`config.mk`:
```
export PLATFORM = sky130hd
export DESIGN_NAME = magnetometer_heading_filter
export DESIGN_NICKNAME = d
export VERILOG_FILES = /design/src/design/mhf_pkg.sv /design/src/design/mhf_ctrl.sv /design/src/design/mhf_datapath.sv /design/src/design/magnetometer_heading_filter.sv
export SDC_FILE = /design/constraint.sdc
export NUM_CORES = 2
export LEC_CHECK = 0
export BUFFER_PORTS_ARGS = -buffer_cell sky130_fd_sc_hd__buf_2
export CORE_MARGIN = 2
export CORE_UTILIZATION = 60
export CTS_BUF_LIST = sky130_fd_sc_hd__clkbuf_4 sky130_fd_sc_hd__clkbuf_8
export DETAILED_ROUTE_END_ITERATION = 8
export PLACE_DENSITY = 0.89
export SYNTH_ARGS = -nofsm -noshare
export SYNTH_HDL_FRONTEND = slang
export SYNTH_SLANG_ARGS = --single-unit
```
`constraint.sdc`:
```
create_clock -name clk -period 18 [get_ports clk]
set_input_delay 1.8 -clock clk [delete_from_list [all_inputs] [get_ports clk]]
set_output_delay 1.8 -clock clk [all_outputs]
set_load 0.02 [all_outputs]
```
`src/design/mhf_pkg.sv`:
```
// shared types, constants and angle table for the magnetometer heading filter
package mhf_pkg;

    localparam int CORDIC_STEPS  = 16;
    localparam int FRACTION_BITS = 16;
    localparam int STEP_W        = $clog2(CORDIC_STEPS);
    localparam int ANGLE_IDX_W   = 5;
    localparam int Z_W           = 18;
    localparam int GAIN_W        = 16;
    localparam int ACC_W         = 32;
    localparam logic [GAIN_W-1:0] GAIN_RESET = 16'd655;
    localparam logic signed [Z_W-1:0] HALF_TURN = 18'sd23040;
    localparam logic signed [Z_W-1:0] FULL_TURN = 18'sd46080;
    localparam logic REG_GAIN = 1'b0;

    typedef struct packed {
        logic [7:0] x_high;
        logic [7:0] x_low;
        logic [7:0] z_high;
        logic [7:0] z_low;
        logic [7:0] y_high;
        logic [7:0] y_low;
    } in_word_t;

    typedef struct packed {
        logic signed [15:0] smooth_x;
        logic signed [15:0] smooth_y;
        logic [15:0]        heading;
    } out_word_t;

    typedef struct packed {
        logic              load;
        logic              mul;
        logic              acc;
        logic              init;
        logic              iter;
        logic              finish;
        logic [STEP_W-1:0] step;
    } cmd_t;

    function automatic logic signed [Z_W-1:0] angle_q7(input logic [ANGLE_IDX_W-1:0] idx);
        logic signed [Z_W-1:0] a;
        case (idx)
            5'd0:    a = 18'sd5760;
            5'd1:    a = 18'sd3400;
            5'd2:    a = 18'sd1797;
            5'd3:    a = 18'sd912;
            5'd4:    a = 18'sd458;
            5'd5:    a = 18'sd229;
            5'd6:    a = 18'sd115;
            5'd7:    a = 18'sd57;
            5'd8:    a = 18'sd29;
            5'd9:    a = 18'sd14;
            5'd10:   a = 18'sd7;
            5'd11:   a = 18'sd4;
            5'd12:   a = 18'sd2;
            5'd13:   a = 18'sd1;
            default: a = 18'sd0;
        endcase
        return a;
    endfunction

endpackage

```
`src/design/mhf_ctrl.sv`:
```
// sequencing state machine for the heading filter: filter update then cordic steps
module mhf_ctrl
(
    input  logic          clk,
    input  logic          rst_n,
    input  logic          in_valid,
    output logic          in_stall,
    input  logic          out_full,
    output mhf_pkg::cmd_t cmd
);

    localparam logic [2:0] ST_IDLE = 3'd0;
    localparam logic [2:0] ST_MUL  = 3'd1;
    localparam logic [2:0] ST_ACC  = 3'd2;
    localparam logic [2:0] ST_INIT = 3'd3;
    localparam logic [2:0] ST_ITER = 3'd4;
    localparam logic [2:0] ST_DONE = 3'd5;

    localparam logic [mhf_pkg::STEP_W-1:0] LAST_STEP =
        mhf_pkg::STEP_W'(mhf_pkg::CORDIC_STEPS - 1);

    logic [2:0]                  state_reg, state_next;
    logic [mhf_pkg::STEP_W-1:0]  step_reg, step_next;

    assign in_stall = (state_reg != ST_IDLE);

    always_comb
    begin
        state_next = state_reg;
        step_next  = step_reg;
        cmd        = '0;
        cmd.step   = step_reg;
        unique case (state_reg)
            ST_IDLE:
            begin
                if (in_valid)
                begin
                    cmd.load   = 1'b1;
                    state_next = ST_MUL;
                end
            end
            ST_MUL:
            begin
                cmd.mul    = 1'b1;
                state_next = ST_ACC;
            end
            ST_ACC:
            begin
                cmd.acc    = 1'b1;
                state_next = ST_INIT;
            end
            ST_INIT:
            begin
                cmd.init   = 1'b1;
                step_next  = '0;
                state_next = ST_ITER;
            end
            ST_ITER:
            begin
                cmd.iter  = 1'b1;
                step_next = step_reg + 1'b1;
                if (step_reg == LAST_STEP)
                begin
                    step_next  = '0;
                    state_next = ST_DONE;
                end
            end
            ST_DONE:
            begin
                if (!out_full)
                begin
                    cmd.finish = 1'b1;
                    state_next = ST_IDLE;
                end
            end
            default:
            begin
                state_next = ST_IDLE;
            end
        endcase
    end

    always_ff @(posedge clk or negedge rst_n)
    begin
        if (!rst_n)
        begin
            state_reg <= ST_IDLE;
            step_reg  <= '0;
        end
        else
        begin
            state_reg <= state_next;
            step_reg  <= step_next;
        end
    end

    a_accept_starts: assert property (@(posedge clk) disable iff (!rst_n)
        (in_valid && !in_stall) |=> (state_reg == ST_MUL))
        else $error("accepted word did not start the filter update");

    a_step_range: assert property (@(posedge clk) disable iff (!rst_n)
        (state_reg == ST_ITER) |-> (step_reg <= LAST_STEP))
        else $error("cordic step count out of range");

    a_finish_free: assert property (@(posedge clk) disable iff (!rst_n)
        cmd.finish |-> !out_full)
        else $error("result written while output word still stalled");

endmodule

```
`src/design/mhf_datapath.sv`:
```
// filter accumulators, the X and Y gain multipliers and the iterative cordic unit
module mhf_datapath
(
    input  logic                          clk,
    input  logic                          rst_n,
    input  mhf_pkg::cmd_t                 cmd,
    input  mhf_pkg::in_word_t             in_data,
    input  logic [mhf_pkg::GAIN_W-1:0]    gain,
    output mhf_pkg::out_word_t            result
);

    localparam int RAW_W = 16 + mhf_pkg::FRACTION_BITS;
    localparam int D_W   = ((RAW_W > mhf_pkg::ACC_W) ? RAW_W : mhf_pkg::ACC_W) + 1;
    localparam int P_W   = D_W + mhf_pkg::GAIN_W + 1;
    localparam int S_W   = P_W - 16 + 1;
    localparam int X_W   = mhf_pkg::ACC_W + 4;
    localparam int ACC_W = mhf_pkg::ACC_W;
    localparam int Z_W   = mhf_pkg::Z_W;

    logic signed [15:0]    raw_x_reg, raw_y_reg;
    logic signed [ACC_W-1:0] fx_reg, fy_reg, fx_next, fy_next;
    logic signed [P_W-1:0] prod_x_reg, prod_y_reg;
    logic signed [X_W-1:0] x_reg, y_reg;
    logic signed [Z_W-1:0] z_reg;
    logic                  zero_reg;

    logic signed [D_W-1:0] d_x, d_y;
    logic signed [mhf_pkg::GAIN_W:0] gain_s;
    logic signed [X_W-1:0] init_x, init_y, sh_x, sh_y;
    logic signed [Z_W-1:0] ang, h;

    function automatic logic signed [ACC_W-1:0] sat_acc(input logic signed [S_W-1:0] v);
        logic signed [ACC_W-1:0] r;
        if ((&v[S_W-1:ACC_W-1]) || !(|v[S_W-1:ACC_W-1]))
            r = v[ACC_W-1:0];
        else
            r = {v[S_W-1], {(ACC_W-1){~v[S_W-1]}}};
        return r;
    endfunction

    function automatic logic signed [ACC_W-1:0] filter_step(
        input logic signed [ACC_W-1:0] f,
        input logic signed [P_W-1:0]   p
    );
        logic signed [P_W-1:0] rounded;
        logic signed [S_W-1:0] sum;
        rounded = p + P_W'(32768);
        sum = S_W'(f) + S_W'(rounded >>> 16);
        return sat_acc(sum);
    endfunction

    function automatic logic signed [15:0] int_part(input logic signed [ACC_W-1:0] f);
        logic signed [ACC_W-1:0] s;
        logic signed [15:0] r;
        s = f >>> mhf_pkg::FRACTION_BITS;
        if ((&s[ACC_W-1:15]) || !(|s[ACC_W-1:15]))
            r = s[15:0];
        else
            r = {s[ACC_W-1], {15{~s[ACC_W-1]}}};
        return r;
    endfunction

    assign gain_s = $signed({1'b0, gain});
    assign d_x = (D_W'(raw_x_reg) <<< mhf_pkg::FRACTION_BITS) - D_W'(fx_reg);
    assign d_y = (D_W'(raw_y_reg) <<< mhf_pkg::FRACTION_BITS) - D_W'(fy_reg);
    assign fx_next = filter_step(fx_reg, prod_x_reg);
    assign fy_next = filter_step(fy_reg, prod_y_reg);

    // the vector is (filtered y, filtered x)
    assign init_x = X_W'(fy_reg);
    assign init_y = X_W'(fx_reg);
    assign sh_x   = x_reg >>> cmd.step;
    assign sh_y   = y_reg >>> cmd.step;
    assign ang    = mhf_pkg::angle_q7(mhf_pkg::ANGLE_IDX_W'(cmd.step));

    always_ff @(posedge clk or negedge rst_n)
    begin
        if (!rst_n)
        begin
            fx_reg <= '0;
            fy_reg <= '0;
        end
        else if (cmd.acc)
        begin
            fx_reg <= fx_next;
            fy_reg <= fy_next;
        end
    end

    always_ff @(posedge clk)
    begin
        if (cmd.load)
        begin
            raw_x_reg <= $signed({in_data.x_high, in_data.x_low});
            raw_y_reg <= $signed({in_data.y_high, in_data.y_low});
        end
        if (cmd.mul)
        begin
            prod_x_reg <= P_W'(d_x) * P_W'(gain_s);
            prod_y_reg <= P_W'(d_y) * P_W'(gain_s);
        end
        if (cmd.init)
        begin
            zero_reg <= (fx_reg == '0) && (fy_reg == '0);
            if (init_x < 0)
            begin
                x_reg <= -init_x;
                y_reg <= -init_y;
                z_reg <= (init_y >= 0) ? mhf_pkg::HALF_TURN : -mhf_pkg::HALF_TURN;
            end
            else
            begin
                x_reg <= init_x;
                y_reg <= init_y;
                z_reg <= '0;
            end
        end
        else if (cmd.iter)
        begin
            if (y_reg >= 0)
            begin
                x_reg <= x_reg + sh_y;
                y_reg <= y_reg - sh_x;
                z_reg <= z_reg + ang;
            end
            else
            begin
                x_reg <= x_reg - sh_y;
                y_reg <= y_reg + sh_x;
                z_reg <= z_reg - ang;
            end
        end
    end

    assign h = z_reg + mhf_pkg::HALF_TURN;

    always_comb
    begin
        result.smooth_x = int_part(fx_reg);
        result.smooth_y = int_part(fy_reg);
        if (zero_reg)
            result.heading = 16'(mhf_pkg::HALF_TURN);
        else if (h < 0)
            result.heading = '0;
        else if (h > mhf_pkg::FULL_TURN)
            result.heading = 16'(mhf_pkg::FULL_TURN);
        else
            result.heading = h[15:0];
    end

    a_x_nonneg: assert property (@(posedge clk) disable iff (!rst_n)
        cmd.iter |-> !x_reg[X_W-1])
        else $error("cordic x went negative");

endmodule

```
`src/design/magnetometer_heading_filter.sv`:
```
// top level of the magnetometer heading filter: register port, output word, control and datapath
// Usage:
// - input channel in_valid/in_stall/in_data carries one sample word: the six data
//   register bytes X high, X low, Z high, Z low, Y high, Y low (Z is ignored)
// - output channel out_valid/out_stall/out_data returns one word per sample: the
//   integer parts of the smoothed X and Y and the heading in Q9.7 degrees, 0 to 360
// - register 0 at byte address 0 holds the smoothing gain (Q0.16), reset value 655;
//   write it only while no sample is in flight
// - a sample runs from acceptance to the output word through the filter update in the
//   gain multipliers and accumulators, a set-up step and the 16 steps of the cordic
//   loop, then the output register load, which waits while the output word is stalled
// - one sample at a time: in_stall is high from acceptance until the result is
//   loaded, so a new sample is taken only once the previous result is loaded
// - when the receiver stalls, the finished word waits in the output register; a
//   next sample is still taken and runs, and only its final load waits for room
// - reset clears both filters to zero, restores the gain and empties the output
module magnetometer_heading_filter
(
    input  logic                           clk,
    input  logic                           rst_n,
    input  logic                           in_valid,
    output logic                           in_stall,
    input  mhf_pkg::in_word_t              in_data,
    output logic                           out_valid,
    input  logic                           out_stall,
    output mhf_pkg::out_word_t             out_data,
    input  logic                           psel,
    input  logic                           penable,
    input  logic                           pwrite,
    input  logic [2:0]                     paddr,
    input  logic [31:0]                    pwdata,
    output logic [31:0]                    prdata,
    output logic                           pready
);

    logic [mhf_pkg::GAIN_W-1:0] gain_reg, gain_next;
    logic                       out_valid_reg, out_valid_next;
    mhf_pkg::out_word_t         out_data_reg;
    mhf_pkg::out_word_t         result;
    mhf_pkg::cmd_t              cmd;
    logic                       out_full;
    logic                       wr_gain;

    assign pready   = 1'b1;
    assign wr_gain  = psel && penable && pwrite && (paddr[2] == mhf_pkg::REG_GAIN);
    assign gain_next = wr_gain ? pwdata[mhf_pkg::GAIN_W-1:0] : gain_reg;
    assign prdata   = (paddr[2] == mhf_pkg::REG_GAIN) ? 32'(gain_reg) : '0;

    assign out_full  = out_valid_reg && out_stall;
    assign out_valid = out_valid_reg;
    assign out_data  = out_data_reg;

    always_comb
    begin
        out_valid_next = out_valid_reg && out_stall;
        if (cmd.finish)
            out_valid_next = 1'b1;
    end

    always_ff @(posedge clk or negedge rst_n)
    begin
        if (!rst_n)
        begin
            gain_reg      <= mhf_pkg::GAIN_RESET;
            out_valid_reg <= 1'b0;
        end
        else
        begin
            gain_reg      <= gain_next;
            out_valid_reg <= out_valid_next;
        end
    end

    always_ff @(posedge clk)
    begin
        if (cmd.finish)
            out_data_reg <= result;
    end

    mhf_ctrl u_ctrl
    (
        .clk      (clk),
        .rst_n    (rst_n),
        .in_valid (in_valid),
        .in_stall (in_stall),
        .out_full (out_full),
        .cmd      (cmd)
    );

    mhf_datapath u_datapath
    (
        .clk     (clk),
        .rst_n   (rst_n),
        .cmd     (cmd),
        .in_data (in_data),
        .gain    (gain_reg),
        .result  (result)
    );

    a_stalled_word_kept: assert property (@(posedge clk) disable iff (!rst_n)
        (out_valid && out_stall) |=> (out_valid && $stable(out_data)))
        else $error("stalled output word changed");

endmodule
```
After elaboration in Yosys (flattened, before gate mapping)
Memory sizes are Yosys's and may differ from the RTL's.
Index checks and enable logic that the tools add are counted.
W data, S select, Z words.
{ "word_totals": {"ff_bits": 359, "romBits": 208, "inputBits": 90, "output_inout_bits": 83, "word_cells": 112, "mem_count": 1} }
{ "classes": {"add_sub_neg": 16, "multipliers": 2, "magnitude_cmp": 5, "n_eq_ne": 9, "shifts": 2, "n_mux": 33, "bitwise": 3, "n_reduce_logical": 22} }
{ "memory_table": {"columns": ["memory", "words", "word_bits", "read_ports", "rd_clocked_by_memory_dff", "wr", "line_no", "rtl"], "rows": [
  ["(no name shown)", 16, 13, 1, 0, 0, "mhf_pkg.sv:43", "case (idx)"]
]} }
{ "ops": {"columns": ["op", "n"], "rows": [
  ["$mux W36", 8],
  ["$add A50 B17 Y50 const B", 2],
  ["$mul A33 B17 Y50", 2],
  ["$mux W18", 5],
  ["$add A36 B36 Y36", 2],
  ["$neg A32 Y36", 2],
  ["$sshr A36 B4 Y36", 2],
  ["$sub A36 B36 Y36", 2],
  ["$add A32 B34 Y35", 2],
  ["$sub A32 B32 Y33", 2],
  ["$logic_not A32 Y1", 2],
  ["$mux W32", 2],
  ["$ge A36 B1 Y1 const B", 1],
  ["$ge A32 B1 Y1 const B", 1],
  ["$lt A32 B1 Y1 const B", 1],
  ["$mux W16", 2],
  ["$add A18 B16 Y18 const B", 1],
  ["$add A18 B18 Y18", 1],
  ["$gt A18 B17 Y1 const B", 1],
  ["$lt A18 B1 Y1 const B", 1],
  ["$pmux W3 S6", 1],
  ["$sub A18 B18 Y18", 1],
  ["$mux W15", 1],
  ["$mux W1", 9],
  ["22 further kinds", 38]
]} }

Longest topological paths before layout
{ "depth": {"word_depth": 6, "mapped_depth": 36, "depth_no_buf": 34} }

Modules after synthesis
A second synthesis with hierarchy kept.
{ "hier_totals": {"cells_unflattened": 7401, "hier_area_um2": 65363.9} }
{ "by_module_without_submodules": {"columns": ["module", "instances", "cells_each", "area_each_um2", "seq_area_each_um2"], "rows": [
  ["mhf_datapath", 1, 7243, 62560.0, 7397.1],
  ["magnetometer_heading_filter", 1, 121, 2386.0, 1874.3],
  ["mhf_ctrl", 1, 37, 417.9, 175.2]
]} }

Worst setup path before layout
Ideal clock, no wire load.
{ "synth_timing": {"path_type": "flip-flop to flip-flop", "start": "reg u_datapath.fx_reg[0]", "end": "reg u_datapath.prod_x_reg[49], data pin", "setup_ns": 0.260, "arrival_ns": 8.478, "required_ns": 17.740, "slack_ns": 9.262, "path_stages_with_launch": 35, "n_path_buf": 2, "synth_period_minus_slack_ns": 8.738, "path_cell_list": "dfrtp_1 clkbuf_1 inv_1 ha_1 or3b_2 or4_1 o21ai_1 a21oi_1 o21ai_1 o21ai_0 o21bai_1 a21oi_1 xnor2_1 clkbuf_1 nand2_1 fa_1 fa_1 fa_1 inv_1 fa_1 fa_1 inv_1 fa_1 inv_1 ha_1 a21oi_1 o21ai_0 nor2_1 nor3_1 o21ai_0 o31ai_1 a41oi_1 a311oi_1 a21oi_1 xnor2_1"} }
{ "synth_between": {"elab_chain_len": 2} }
{ "synth_lines": {"columns": ["item", "line_no", "rtl"], "rows": [
  ["start, declared", "mhf_datapath.sv:21", "logic signed [ACC_W-1:0] fx_reg, fy_reg, fx_next, fy_next;"],
  ["start signal, assigned", "mhf_datapath.sv:85", "fx_reg <= fx_next;"],
  ["$sub A32 B32 Y33", "mhf_datapath.sv:64", "assign d_x = (D_W'(raw_x_reg) <<< mhf_pkg::FRACTION_BITS) - D_W'(fx_reg);"],
  ["$mul A33 B17 Y50", "mhf_datapath.sv:99", "prod_x_reg <= P_W'(d_x) * P_W'(gain_s);"],
  ["end signal, assigned", "mhf_datapath.sv:99", null],
  ["end, declared", "mhf_datapath.sv:22", "logic signed [P_W-1:0] prod_x_reg, prod_y_reg;"]
]} }
Every way passes these cells.
A chain may end at the register's enable or synchronous reset.

Final worst setup path
{ "layout_timing": {"start": "reg u_datapath.fy_reg[0]", "end": "reg u_datapath.prod_y_reg[49], data pin"} }
{ "layout_between": {"elab_chain_len": 2} }
{ "layout_lines": {"columns": ["item", "line_no", "rtl"], "rows": [
  ["start, declared", "mhf_datapath.sv:21", null],
  ["start signal, assigned", "mhf_datapath.sv:86", "fy_reg <= fy_next;"],
  ["$sub A32 B32 Y33", "mhf_datapath.sv:65", "assign d_y = (D_W'(raw_y_reg) <<< mhf_pkg::FRACTION_BITS) - D_W'(fy_reg);"],
  ["$mul A33 B17 Y50", "mhf_datapath.sv:100", "prod_y_reg <= P_W'(d_y) * P_W'(gain_s);"],
  ["end signal, assigned", "mhf_datapath.sv:100", null],
  ["end, declared", "mhf_datapath.sv:22", null]
]} }
Every way passes these cells.

==> flow_summary_export.csv <==
group,metric,value,unit
critical_path,start_kind,"flop",
logic_synthesis,synth.largest_area_cell,"fa_1",
critical_path,worstReg2RegEnd,"u_datapath.prod_y_reg[49]",
hold_path,hp-start,"u_datapath.fx_reg[19]",
critical_path,r2r_start,"u_datapath.fy_reg[0]",
sta,maxSlewViolCount,0,
floorplan,coreArea,0.1089,mm²
clock_tree,numClockSinks,329,
clock_tree,post-cts-setup-buffer-count,0,
critical_path,required,18400,ps
critical_path,critical_path.max_fanout,18,
global_routing,first_global_vias,56867,
route,vias,53813,
logic_synthesis,ys_warn_count,0,
place,io_buffers,121,
sta,whs,556.2,ps
critical_path,cp-end-kind,"flop",
clock_tree,cts_inserted_buffers,66,
critical_path,reg2reg_slack,6870,ps
sta,finalWorstSetupSlack,6872,ps
cells_and_area,drive_gt1_frac,0.07290,
route,first_pass_iters,6,
clock_tree,cts_tree,"built",
logic_synthesis,ys_seq_elements,329,
logic_synthesis,avgSynthCellArea,8.935,µm²
clock_tree,hold_buffers,0,
status,status,"completed",
clock_tree,root_buffer,"clkbuf_8",
logic_synthesis,ys.flop_type,"edfxtp_1",
logic_synthesis,synth_area_leaders,"fa_1 30%, edfxtp_1 11%, ha_1 8.3%",
global_routing,grt_first_pass_wirelength,294.8,mm
critical_path,critical_path_class,"flop to flop",
critical_path,cp_slowest_stage_delay,1040,ps
floorplan,dieHeight,335.5,µm
route,antenna_left,0,
global_routing,antenna_found_initial,3,
logic_synthesis,synth_area,0.06592,mm²
logic_synthesis,async_reset_ff_frac,0.2675,
critical_path,cp_top_family,"compound AO/OA/AOI/OAI gates",
clock_tree,cts_max_path_buffers,3,
route,avgViaCountPerCell,6.127,
clock_tree,cts_resized,0,
critical_path,worstRegToRegCells,32,
clock_tree,path_clk_slew,60,ps
hold_path,hold_end,"out_data[35]",
clock_tree,clock_latency,740,ps
floorplan,die_x,335.5,µm
route,drc_errors,0,
hold_path,hold_class,"flop to flop",
cells_and_area,areaGrowthSynthToFinish,4.671,%
sta,setup_tns,0,ps
logic_synthesis,syn_inst,7378,
floorplan,core.rowCount,121,
sta,relSlewSlack,0.1559,
sta,max_freq,89.86,MHz
logic_synthesis,synth.distinct_cells,102,
route,finalWirelength,181.4,mm
sta,finClkSkew,61.86,ps
sta,hold_viol,0,
sta,finalCritPeriodShare,0.6182,
route,drt_iter0_drc,5440,
cells_and_area,largest_register_ffs,48,
critical_path,cp_data_arrival_time,11530,ps
sta,final-setup-viol-count,0,
hold_path,holdPathStages,0,
logic_synthesis,yosys.area.top_type_share,0.3022,
floorplan,die-area,0.1125,mm²
logic_synthesis,synth-edff-count,241,
place,hpwlAfterDp,137.1,mm
critical_path,crit_slowest_cell,"a221oi_1",
sta,post-route-min-period,11130,ps
logic_synthesis,ys_seq_area_frac,0.1433,
route,post_drt_wl_per_cell,20.66,µm
floorplan,start_util,0.6056,
place,place_ws,7228,ps
flow_run,cap_violations,0,
global_routing,grt-ovfl-total,0,
global_routing,grt_usage,0.3297,
cells_and_area,nets,8838,
sta,rsz0062_at_grt,"false",
logic_synthesis,yosysMostFrequentCell,"inv_1",
logic_synthesis,yosys-top-cells-count,"1,329 x inv_1, 995 x fa_1, 993 x nand2_1",
sta,worst_pin_slew,1266,ps
floorplan,ioPinCount,173,
place,place.gp.congestion,0.9633,
clock_tree,cts.htree.levels,3,
cells_and_area,final_core_util,0.6339,
global_routing,grt_max_degree,91,
critical_path,cpMostUsedCell,"fa_1",
critical_path,path_buf_inv,5,
==> how the worst max path moves through the flow <==
| stage | start | to | slack (ps) | depth (start not counted) |
|---|---|---|---|---|
| after floorplan | u_datapath.fx_reg[0] | u_datapath.prod_x_reg[49] | 9260 | 34 |
| after global placement | u_datapath.fy_reg[0] | u_datapath.prod_y_reg[49] | 7520 | 32 |
| after detailed placement | u_datapath.fy_reg[0] | u_datapath.prod_y_reg[49] | 7230 | 32 |
| after CTS | u_datapath.fy_reg[0] | u_datapath.prod_y_reg[49] | 7210 | 32 |
| after global routing | u_datapath.fy_reg[0] | u_datapath.prod_y_reg[49] | 6340 | 32 |
| final | u_datapath.fy_reg[0] | u_datapath.prod_y_reg[49] | 6870 | 32 |
==> logic make-up (layout without fill, tap and decap cells) <==
| kind of cell | Yosys count | after routing | synth area share |
|---|---|---|---|
| AND/OR/NAND/NOR | 2214 | 2214 | 0.1605 |
| buffers and inverters | 1692 | 1665 | 0.09929 |
| adder cells (fa/ha/maj) | 1442 | 1442 | 0.3866 |
| AO/OA/AOI/OAI | 1052 | 1052 | 0.1038 |
| XOR/XNOR | 466 | 466 | 0.06192 |
| flip-flops | 329 | 329 | 0.1433 |
| multiplexers | 181 | 181 | 0.04457 |
| other | 2 | 20 | 0.0001139 |
==> cells in the final DEF, fill, tap and decap left out, types with 75 or more instances in the layout <==
cell type and n:
a21o_1 85, a21oi_1 282, and2_1 406, buf_2 120, buf_4 95, clkbuf_8 75
edfxtp_1 241, fa_1 995, ha_1 435, inv_1 1328, mux4_2 81, nand2_1 993
nand3_1 94, nor2_1 323, nor3_1 77, o21ai_0 235, xnor2_1 306, xor2_1 148
==> stage by stage <==
stage,cell area [µm²],instances
final,69000,8783
after global routing,69000,8783
after CTS,68990,8780
after detailed placement,67680,8664
after global placement,67680,8664
after floorplan,65980,7393
==> final cells by class <==
class	instances	area (µm²)
Multi-Input combinational cell	5372	50110
Fill cell	8419	39850
Sequential cell	329	9473
Inverter	1334	5009
Tap cell	1414	1769
Timing Repair Buffer	215	1314
Clock buffer	95	1182
Clock inverter	21	131.4
Antenna cell	3	7.507
==> layer usage <==
metal	vias to the layer above	GRT usage	share of wire
met4	2	0.1403	0.044
met3	669	0.07115	0.11
met2	3089	0.5422	0.47
met1	26484	0.4221	0.38
met5	-	0	0.000072
li1	23569	-	-
Power is left out: the tool's default activity adds up to more than one toggle a clock period on the data nets, which glitch-free logic cannot reach.
